$ cat config.mk
export PLATFORM = sky130hd
export DESIGN_NAME = hsl_to_rgb_converter
export DESIGN_NICKNAME = d
export VERILOG_FILES = /design/src/rtl/hsl2rgb_pkg.sv /design/src/rtl/hsl_to_rgb_converter.sv
export VERILOG_INCLUDE_DIRS = /design/src /design/src/rtl
export SDC_FILE = /design/constraint.sdc
export NUM_CORES = 2
export LEC_CHECK = 0
export BUFFER_PORTS_ARGS = -buffer_cell sky130_fd_sc_hd__buf_2
export CORE_ASPECT_RATIO = 1.5
export CORE_MARGIN = 1
export CORE_UTILIZATION = 60
export DETAILED_ROUTE_END_ITERATION = 10
export GPL_TIMING_DRIVEN = 0
export PLACE_DENSITY = 0.77
export SETUP_SLACK_MARGIN = 0.5
export SYNTH_ARGS = -nofsm -noshare
export SYNTH_HDL_FRONTEND = slang
export SYNTH_SLANG_ARGS = --single-unit
$ cat constraint.sdc
create_clock -name clk -period 20.3 [get_ports clk]
set_input_delay 6.09 -clock clk [delete_from_list [all_inputs] [get_ports clk]]
set_output_delay 6.09 -clock clk [all_outputs]
set_load 0.01 [all_outputs]
$ cat src/rtl/hsl_to_rgb_converter_defines.svh
// Assertion macros for the HSL to RGB converter.
// Used by the top level; expects signals clk and rst in the enclosing scope.
`ifndef HSL_TO_RGB_CONVERTER_DEFINES_SVH
`define HSL_TO_RGB_CONVERTER_DEFINES_SVH

// The consequent must hold in the same cycle as the antecedent.
`define HSL2RGB_ASSERT_NOW(lbl, ante, cons, msg) \
  lbl: assert property (@(posedge clk) disable iff (rst) (ante) |-> (cons)) \
    else $error(msg);

// The consequent must hold in the cycle after the antecedent.
`define HSL2RGB_ASSERT_NEXT(lbl, ante, cons, msg) \
  lbl: assert property (@(posedge clk) disable iff (rst) (ante) |=> (cons)) \
    else $error(msg);

`endif

$ cat src/rtl/hsl2rgb_pkg.sv
// Types, constants and helper functions of the HSL to RGB converter.
// Has no dependencies; the converter top level refers to it by scoped names.
package hsl2rgb_pkg;

  localparam int FRAC_BITS   = 8;
  localparam int FIELD_W     = 9;
  localparam int BYTE_W      = 8;
  localparam int NUM_CH      = 3;
  localparam int NUM_STAGES  = 5;
  localparam int ONE_W       = FRAC_BITS + 1;
  localparam int LVL_W       = 2 * FRAC_BITS + 1;
  localparam int RAMP_W      = 6;
  localparam int SC_W        = LVL_W + RAMP_W;
  localparam int PROD_W      = SC_W + BYTE_W;
  localparam int DIV_SHIFT   = 2 * FRAC_BITS + 2;
  localparam int N_W         = PROD_W - DIV_SHIFT;
  localparam int RECIP_W     = 13;
  localparam int RECIP_SHIFT = 16;
  localparam int Q_W         = N_W + RECIP_W - RECIP_SHIFT;

  typedef logic [FIELD_W-1:0] field_t;
  typedef logic [BYTE_W-1:0]  byte_t;
  typedef logic [ONE_W-1:0]   unit_t;
  typedef logic [LVL_W-1:0]   level_t;
  typedef logic [RAMP_W-1:0]  ramp_t;
  typedef logic [SC_W-1:0]    scaled_t;
  typedef logic [N_W-1:0]     quot_t;

  localparam unit_t ONE  = {1'b1, {FRAC_BITS{1'b0}}};
  localparam unit_t HALF = ONE >> 1;

  localparam field_t HUE_FULL       = 9'd360;
  localparam field_t HUE_THIRD      = 9'd120;
  localparam field_t HUE_TWO_THIRDS = 9'd240;
  localparam field_t HUE_RISE_END   = 9'd60;
  localparam field_t HUE_FALL_START = 9'd180;
  localparam ramp_t  RAMP_TOP       = 6'd60;

  localparam scaled_t SCALED_MAX = SC_W'(60) << (2 * FRAC_BITS);

  // Multiplying by RECIP and shifting right by RECIP_SHIFT divides by 15
  // exactly for every quotient operand below 4681.
  localparam logic [RECIP_W-1:0] RECIP    = 13'd4370;
  localparam byte_t              BYTE_MAX = 8'hFF;

  function automatic unit_t clamp_unit(field_t v);
    unit_t r;
    if (v > ONE) begin
      r = ONE;
    end else begin
      r = ONE_W'(v);
    end
    return r;
  endfunction

  // Position on the trapezoid in sixtieths: rises over the first sixty
  // degrees, stays high up to 180, falls back by 240 and stays low after.
  function automatic ramp_t hue_ramp(field_t d);
    ramp_t r;
    priority if (d < HUE_RISE_END) begin
      r = RAMP_W'(d);
    end else if (d < HUE_FALL_START) begin
      r = RAMP_TOP;
    end else if (d < HUE_TWO_THIRDS) begin
      r = RAMP_W'(HUE_TWO_THIRDS - d);
    end else begin
      r = '0;
    end
    return r;
  endfunction

endpackage

$ cat src/rtl/hsl_to_rgb_converter.sv
// HSL to RGB converter: a five-stage pipeline with one color per item.
// Depends on hsl2rgb_pkg and hsl_to_rgb_converter_defines.svh.
//
//   channel  handshake             payload
//   input    hsl_valid/hsl_ready   hue_degrees, saturation, lightness
//   output   rgb_valid/rgb_ready   red, green, blue
//
// One item enters per cycle while hsl_ready is high; results leave from the last stage.
// The five register stages are the clamps and the lightness times saturation
// product, the upper and lower levels, the ramp multiply, the scale by 255,
// and the divide by 15 done as a reciprocal multiply.
// Reset clears only the stage valid bits.
// A stall holds only the stages that are full behind it, so bubbles close up.
module hsl_to_rgb_converter (
  input  logic                  clk,
  input  logic                  rst,
  input  logic                  hsl_valid,
  output logic                  hsl_ready,
  input  hsl2rgb_pkg::field_t   hue_degrees,
  input  hsl2rgb_pkg::field_t   saturation,
  input  hsl2rgb_pkg::field_t   lightness,
  output logic                  rgb_valid,
  input  logic                  rgb_ready,
  output hsl2rgb_pkg::byte_t    red,
  output hsl2rgb_pkg::byte_t    green,
  output hsl2rgb_pkg::byte_t    blue
);

  `include "hsl_to_rgb_converter_defines.svh"

  localparam int W1 = hsl2rgb_pkg::LVL_W + 1;
  localparam int LS_W = 2 * hsl2rgb_pkg::ONE_W;
  localparam int QF_W = hsl2rgb_pkg::N_W + hsl2rgb_pkg::RECIP_W;

  logic [hsl2rgb_pkg::NUM_STAGES-1:0] vld;
  logic [hsl2rgb_pkg::NUM_STAGES-1:0] adv;

  hsl2rgb_pkg::field_t  hue_wrap, hue_r, hue_b;
  hsl2rgb_pkg::unit_t   l_clamp, s_clamp;
  logic [LS_W-1:0]      ls_full;

  hsl2rgb_pkg::unit_t   s0_l, s0_s;
  hsl2rgb_pkg::level_t  s0_ls;
  logic                 s0_low;
  hsl2rgb_pkg::ramp_t   s0_ramp [hsl2rgb_pkg::NUM_CH];

  logic [W1-1:0]        l_one, s_one, ls_w, v2_w, v1_w;
  hsl2rgb_pkg::level_t  v1_lvl;

  hsl2rgb_pkg::scaled_t s1_base;
  hsl2rgb_pkg::level_t  s1_span;
  hsl2rgb_pkg::ramp_t   s1_ramp [hsl2rgb_pkg::NUM_CH];

  hsl2rgb_pkg::scaled_t s2_scaled [hsl2rgb_pkg::NUM_CH];
  hsl2rgb_pkg::quot_t   s3_n [hsl2rgb_pkg::NUM_CH];
  hsl2rgb_pkg::byte_t   s4_byte [hsl2rgb_pkg::NUM_CH];

  // A stage may load when it is empty or when the stage after it loads.
  always_comb begin
    adv[hsl2rgb_pkg::NUM_STAGES-1] = !vld[hsl2rgb_pkg::NUM_STAGES-1] || rgb_ready;
    for (int k = hsl2rgb_pkg::NUM_STAGES - 2; k >= 0; k--) begin
      adv[k] = !vld[k] || adv[k+1];
    end
  end

  assign hsl_ready = adv[0];
  assign rgb_valid = vld[hsl2rgb_pkg::NUM_STAGES-1];

  always_ff @(posedge clk) begin
    if (rst) begin
      vld <= '0;
    end else begin
      if (adv[0]) begin
        vld[0] <= hsl_valid;
      end
      for (int k = 1; k < hsl2rgb_pkg::NUM_STAGES; k++) begin
        if (adv[k]) begin
          vld[k] <= vld[k-1];
        end
      end
    end
  end

  // Stage 0: hue wrap and channel offsets, clamps, lightness times saturation.
  always_comb begin
    hue_wrap = (hue_degrees >= hsl2rgb_pkg::HUE_FULL) ?
               hue_degrees - hsl2rgb_pkg::HUE_FULL : hue_degrees;
    hue_r = hue_wrap + hsl2rgb_pkg::HUE_THIRD;
    if (hue_r > hsl2rgb_pkg::HUE_FULL) begin
      hue_r = hue_r - hsl2rgb_pkg::HUE_FULL;
    end
    hue_b = (hue_wrap < hsl2rgb_pkg::HUE_THIRD) ?
            hue_wrap + hsl2rgb_pkg::HUE_TWO_THIRDS : hue_wrap - hsl2rgb_pkg::HUE_THIRD;
    l_clamp = hsl2rgb_pkg::clamp_unit(lightness);
    s_clamp = hsl2rgb_pkg::clamp_unit(saturation);
    ls_full = LS_W'(l_clamp) * LS_W'(s_clamp);
  end

  always_ff @(posedge clk) begin
    if (adv[0]) begin
      s0_l       <= l_clamp;
      s0_s       <= s_clamp;
      s0_ls      <= hsl2rgb_pkg::LVL_W'(ls_full);
      s0_low     <= l_clamp < hsl2rgb_pkg::HALF;
      s0_ramp[0] <= hsl2rgb_pkg::hue_ramp(hue_r);
      s0_ramp[1] <= hsl2rgb_pkg::hue_ramp(hue_wrap);
      s0_ramp[2] <= hsl2rgb_pkg::hue_ramp(hue_b);
    end
  end

  // Stage 1: upper and lower levels; the base is the lower level times 60.
  always_comb begin
    l_one  = W1'(s0_l) << hsl2rgb_pkg::FRAC_BITS;
    s_one  = W1'(s0_s) << hsl2rgb_pkg::FRAC_BITS;
    ls_w   = W1'(s0_ls);
    v2_w   = s0_low ? l_one + ls_w : l_one + s_one - ls_w;
    v1_w   = (l_one << 1) - v2_w;
    v1_lvl = hsl2rgb_pkg::LVL_W'(v1_w);
  end

  always_ff @(posedge clk) begin
    if (adv[1]) begin
      s1_base <= (hsl2rgb_pkg::SC_W'(v1_lvl) << 6) - (hsl2rgb_pkg::SC_W'(v1_lvl) << 2);
      s1_span <= hsl2rgb_pkg::LVL_W'(v2_w - v1_w);
      s1_ramp <= s0_ramp;
    end
  end

  // Stages 2 to 4 work on the three channels side by side.
  always_ff @(posedge clk) begin
    for (int c = 0; c < hsl2rgb_pkg::NUM_CH; c++) begin
      if (adv[2]) begin
        s2_scaled[c] <= s1_base + hsl2rgb_pkg::SC_W'(s1_span) * hsl2rgb_pkg::SC_W'(s1_ramp[c]);
      end
    end
  end

  always_ff @(posedge clk) begin
    logic [hsl2rgb_pkg::PROD_W-1:0] prod;
    for (int c = 0; c < hsl2rgb_pkg::NUM_CH; c++) begin
      prod = (hsl2rgb_pkg::PROD_W'(s2_scaled[c]) << hsl2rgb_pkg::BYTE_W)
             - hsl2rgb_pkg::PROD_W'(s2_scaled[c]);
      if (adv[3]) begin
        s3_n[c] <= prod[hsl2rgb_pkg::PROD_W-1:hsl2rgb_pkg::DIV_SHIFT];
      end
    end
  end

  always_ff @(posedge clk) begin
    logic [QF_W-1:0]              q_full;
    logic [hsl2rgb_pkg::Q_W-1:0]  q;
    for (int c = 0; c < hsl2rgb_pkg::NUM_CH; c++) begin
      q_full = QF_W'(s3_n[c]) * QF_W'(hsl2rgb_pkg::RECIP);
      q = q_full[QF_W-1:hsl2rgb_pkg::RECIP_SHIFT];
      if (adv[4]) begin
        s4_byte[c] <= (q > hsl2rgb_pkg::Q_W'(hsl2rgb_pkg::BYTE_MAX)) ?
                      hsl2rgb_pkg::BYTE_MAX : hsl2rgb_pkg::BYTE_W'(q);
      end
    end
  end

  assign red   = s4_byte[0];
  assign green = s4_byte[1];
  assign blue  = s4_byte[2];

  `HSL2RGB_ASSERT_NOW(a_ready_chain, !hsl_ready,
    vld[hsl2rgb_pkg::NUM_STAGES-1] && !rgb_ready, "Input stalled while the pipeline can move.")

  `HSL2RGB_ASSERT_NEXT(a_stage2_hold, vld[2] && !adv[2],
    vld[2] && $stable(s2_scaled[0]), "A held stage lost or changed its item.")

  `HSL2RGB_ASSERT_NOW(a_scaled_range, vld[2],
    s2_scaled[0] <= hsl2rgb_pkg::SCALED_MAX && s2_scaled[2] <= hsl2rgb_pkg::SCALED_MAX,
    "Scaled channel level exceeds full scale.")

endmodule
**Word-level counts from Yosys, hierarchy flattened**

Memories as Yosys holds them, arrays and structs flattened.
Cells that the tools add are included.

- Register bits after elaboration: 117
- Memory bits (writable): 132
- Output and inout port bits: 26
- Word-level logic and storage cells: 99
- Memories kept: 3

Memories:

| name | words | bits a word | rd ports | clocked after memory_dff | wr ports | line | text |
|---|---|---|---|---|---|---|---|
| s2_scaled | 3 | 23 | 3 | 0 | 3 | hsl_to_rgb_converter.sv:54 | `hsl2rgb_pkg::scaled_t s2_scaled [hsl2rgb_pkg::NUM_CH];` |
| s3_n | 3 | 13 | 3 | 0 | 3 | hsl_to_rgb_converter.sv:55 | `hsl2rgb_pkg::quot_t s3_n [hsl2rgb_pkg::NUM_CH];` |
| s4_byte | 3 | 8 | 3 | 0 | 3 | hsl_to_rgb_converter.sv:56 | `hsl2rgb_pkg::byte_t s4_byte [hsl2rgb_pkg::NUM_CH];` |

- Add/sub/neg operators: 20
- $mul: 7
- $lt $le $gt $ge: 18
- Multiplexer cells: 24
- Reduce and logical (&&, ||, !) cells: 10

Operator list:

| kind | count |
|---|---|
| $sub 31x23->31 | 3 |
| $mul 13x12->25 const B | 3 |
| $add 23x23->23 | 3 |
| $mul 17x6->23 | 3 |
| $lt 9x8->1 const B | 7 |
| $mux 6 | 9 |
| $sub 17x17->17 | 3 |
| $mux 9 | 5 |
| $add 17x17->17 | 2 |
| $gt 10x8->1 const B | 3 |
| $gt 9x9->1 const B | 3 |
| $lt 9x6->1 const B | 3 |
| $mux 8 | 3 |
| $sub 23x19->23 | 1 |
| $sub 6x6->6 const A | 3 |
| $sub 9x9->9 const B | 2 |
| $mul 9x9->17 | 1 |
| $mux 17 | 1 |
| $add 9x7->9 const B | 1 |
| $add 9x8->9 const B | 1 |
| $ge 9x9->1 const B | 1 |
| $lt 9x7->1 const B | 1 |
| $sub 9x7->9 const B | 1 |
| $mux 1 | 6 |
| 2 further kinds | 10 |

**Depth between registers and ports, before layout**

- Depth in word-level cells: 9
- Depth in mapped cells: 27

**Worst setup path before layout**

Ideal clock, no wire load.

- Kind: input -> output
- Start point: in rgb_ready
- End point: out hsl_ready
- Arrival time: 7.885 ns
- Path slack: 6.325 ns
- Stages: 3
- Path buffers: 0
- Cells stage by stage: nor2b_1 > and3_1 > nand3_1

- Word-level cells in the longest chain between the ends: 5

Ends and longest elaborated chain:

| element | line | text |
|---|---|---|
| start, declared | hsl_to_rgb_converter.sv:23 | `input logic rgb_ready,` |
| $logic_or 1x1->1 | hsl_to_rgb_converter.sv:60 | `adv[hsl2rgb_pkg::NUM_STAGES-1] = !vld[hsl2rgb_pkg::NUM_STAGES-1] \|\| rgb_ready;` |
| $logic_or 1x1->1 (4 in a row) | hsl_to_rgb_converter.sv:62 | `adv[k] = !vld[k] \|\| adv[k+1];` |
| end, declared | hsl_to_rgb_converter.sv:18 | `output logic hsl_ready,` |

Every way passes these cells.

**Final worst setup path**

Same ends and word-level chain as after synthesis.

==> flow_summary.yaml <==
synth:
  ys_seq_area_share_pct: 23.52
  synth-seq-cells: 243
  netlist.area_leader.share_pct: 23.19
  yosysUniqueCellTypes: 117
  synth_flop_cell: "edfxtp_1"
  synth_edf_count: 238
  synth.most_common_cell: "inv_1"
  synthesis.area_mm2: 0.03082
  synthArstFlopShare_pct: 0
  synth.avg_cell_area_um2: 9.697
  synth_area_leaders: "edfxtp_1 23%, fa_1 21%, ha_1 17%, inv_1 6.6%, nand2_1 4.7%"
  yosys-top-cells-count: "545 x inv_1, 421 x ha_1, 385 x nand2_1"
  synth_top_cell_by_area: "edfxtp_1"
  yosys_warnings: 0
  syn_inst: 3178
setup_path:
  cp_data_arrival_time_ns: 7.68
  crit_path_top_delay_cell: "nand3_2"
  rr_startpoint: "s0_l[1]$_DFFE_PP_"
  crit_type: "input port to output port"
  critical_path_required_ns: 14.21
  cp_common_cell: "buf_2"
  cp_max_fo: 18
  startpoint_type: "input port"
  crit_chain: "buf_2, nor2b_1, and3_1, nand3_2, buf_2"
  worst_path_largest_cell_delay_ns: 0.46
  end_kind: "output port"
  setup.worst_path.start: "rgb_ready"
sta:
  slew_headroom_pct: 19.38
  layout_min_cycle_time_ns: 13.77
  grt_setup_unrepaired: "false"
  finalCritPeriodShare_pct: 67.85
  hold_viol: 0
  worst_pin_slew_ns: 1.200
  fin_tns_setup_ns: 0
  setup_viol: 0
  fmax_mhz: 72.61
  skew_ns: 0.01344
  drv_slew: 0
job:
  cap_viol_max_count: 0
die:
  dieArea_mm2: 0.05229
  die_y_um: 279.6
  rows: 101
  ios: 57
  fp.dieW_um: 187.0
  coreArea_mm2: 0.05067
  start_util_pct: 60.81
clock_network:
  clk_transition_reported_paths_ns: 0.06
  ctsHoldBuffers: 0
  cts_made_buffers: 25
  cts-resized-gates: 0
  cts_sinks: 243
  htreeDepth: 1
  cts_tree: "built"
  root_buffer: "clkbuf_16"
  ctsLongestPathBuffers: 3
  post_cts_buffers: 0
  clock_latency_ns: 0.55
drt:
  totalWireLength_um: 68400
  num_vias: 22730
  postRouteAntennaNets: 0
  routed_via_density: 5.745
  drcViolationCount: 0
  drt-initial-drc-count: 1244
  dr.pass1.iters: 6
  wl_per_cell_um: 17.29
grt:
  grt_overflow: 0
  grt_pass1_wl_um: 114000
  grt_use_total_pct: 27.11
  grt_start_max_net_pins: 48
  antenna_found_initial: 0
  grt_pass1_vias: 24250
final_layout:
  drive_above_1_share_pct: 5.902
  antenna_cells: 0
  nets: 4040
  area_growth_pct: 6.655
place:
  dp_hpwl_um: 57670
  io_buffers: 54
  place.gp.congestion: 0.9505
worst_hold_path:
  hold_class: "flop to flop"
  min_from: "s0_ramp[11]$_DFFE_PP_"
outcome:
  outcome: "finished, final reports clean"
==> registers in the layout (all words and copies together) (netlist names), 5 cells and up <==
signal / flops
s0_l: 9
s0_ls: 17
s0_ramp: 18
s0_s: 9
s1_base: 21
s1_ramp: 18
s1_span: 16
s2_scaled: 66
s3_n: 39
s4_byte: 24
vld: 5
==> path summary, 6_finish.rpt <==
path / end / slack, ns / cells past startpoint
worst max-delay path: hsl_ready / 6.53 / 5
worst min-delay path: s1_ramp[11]$_DFFE_PP_ / 0.42 / 0
worst max register to register: s1_base[21]$_DFFE_PP_ / 13.68 / 23
worst min register to register: s1_ramp[11]$_DFFE_PP_ / 0.42 / 0
==> stage by stage <==
step	instance area [µm²]	instances	util, %	worst slack (ns)	hold slack [ns]
after floorplan	30840	3185	-	6.325	0.4003
after global placement	31950	3908	63.05	4.884	0.4015
after detailed placement	32020	3911	63.19	6.476	0.4045
after CTS	32870	3956	64.86	6.467	0.4195
after global routing	32870	3956	64.86	6.371	0.4295
final	32870	3956	64.86	6.527	0.4186
==> area by class of cell <==
| type | count | area (µm²) |
|---|---|---|
| inverter | 553 | 2076 |
| buffer | 76 | 335.3 |
| tap | 669 | 837.1 |
| fill | 4053 | 17810 |
| multi-input combinational | 2313 | 21200 |
| clock buffer | 27 | 633.1 |
| sequential | 243 | 7247 |
| timing repair buffer | 57 | 330.3 |
| clock inverter | 18 | 214.0 |
==> critical path: cells and delay by family <==
family,cells,cell delay (ns)
simple gates,3,1.17
buf+inv,2,0.41
==> kinds of logic after synthesis <==
group | Yosys count | share of synthesized area [%]
other | 2 | 0.02437
and+or+nand+nor | 891 | 13.81
buffers and inverters | 629 | 7.824
muxes | 18 | 0.6049
adders and majority gates | 742 | 37.88
AOI/OAI and AO/OA | 467 | 10.50
DFF | 243 | 23.52
xor gates and xnor gates | 186 | 5.847
==> metal layers <==
layer	global-route usage (%)	share of wire, %	routed length [µm]
met2	53.26	54	37240
met3	2.531	3.6	2430
met5	0	0	0
met1	26.09	34	23350
met4	19.57	7.9	5384
==> cells in the final DEF, fill, tap and decap left out, types with 48 or more instances in the layout <==
master / instances
inv_1: 544
a21oi_1: 123
nand2_1: 383
ha_1: 421
buf_2: 58
xnor2_1: 125
nor2_1: 168
clkbuf_1: 66
o21ai_0: 97
edfxtp_1: 238
fa_1: 319
xor2_1: 48
and2_1: 81
Power is not shown: default switching activity piles up to over one toggle a cycle in this logic, so the estimate is an artifact.
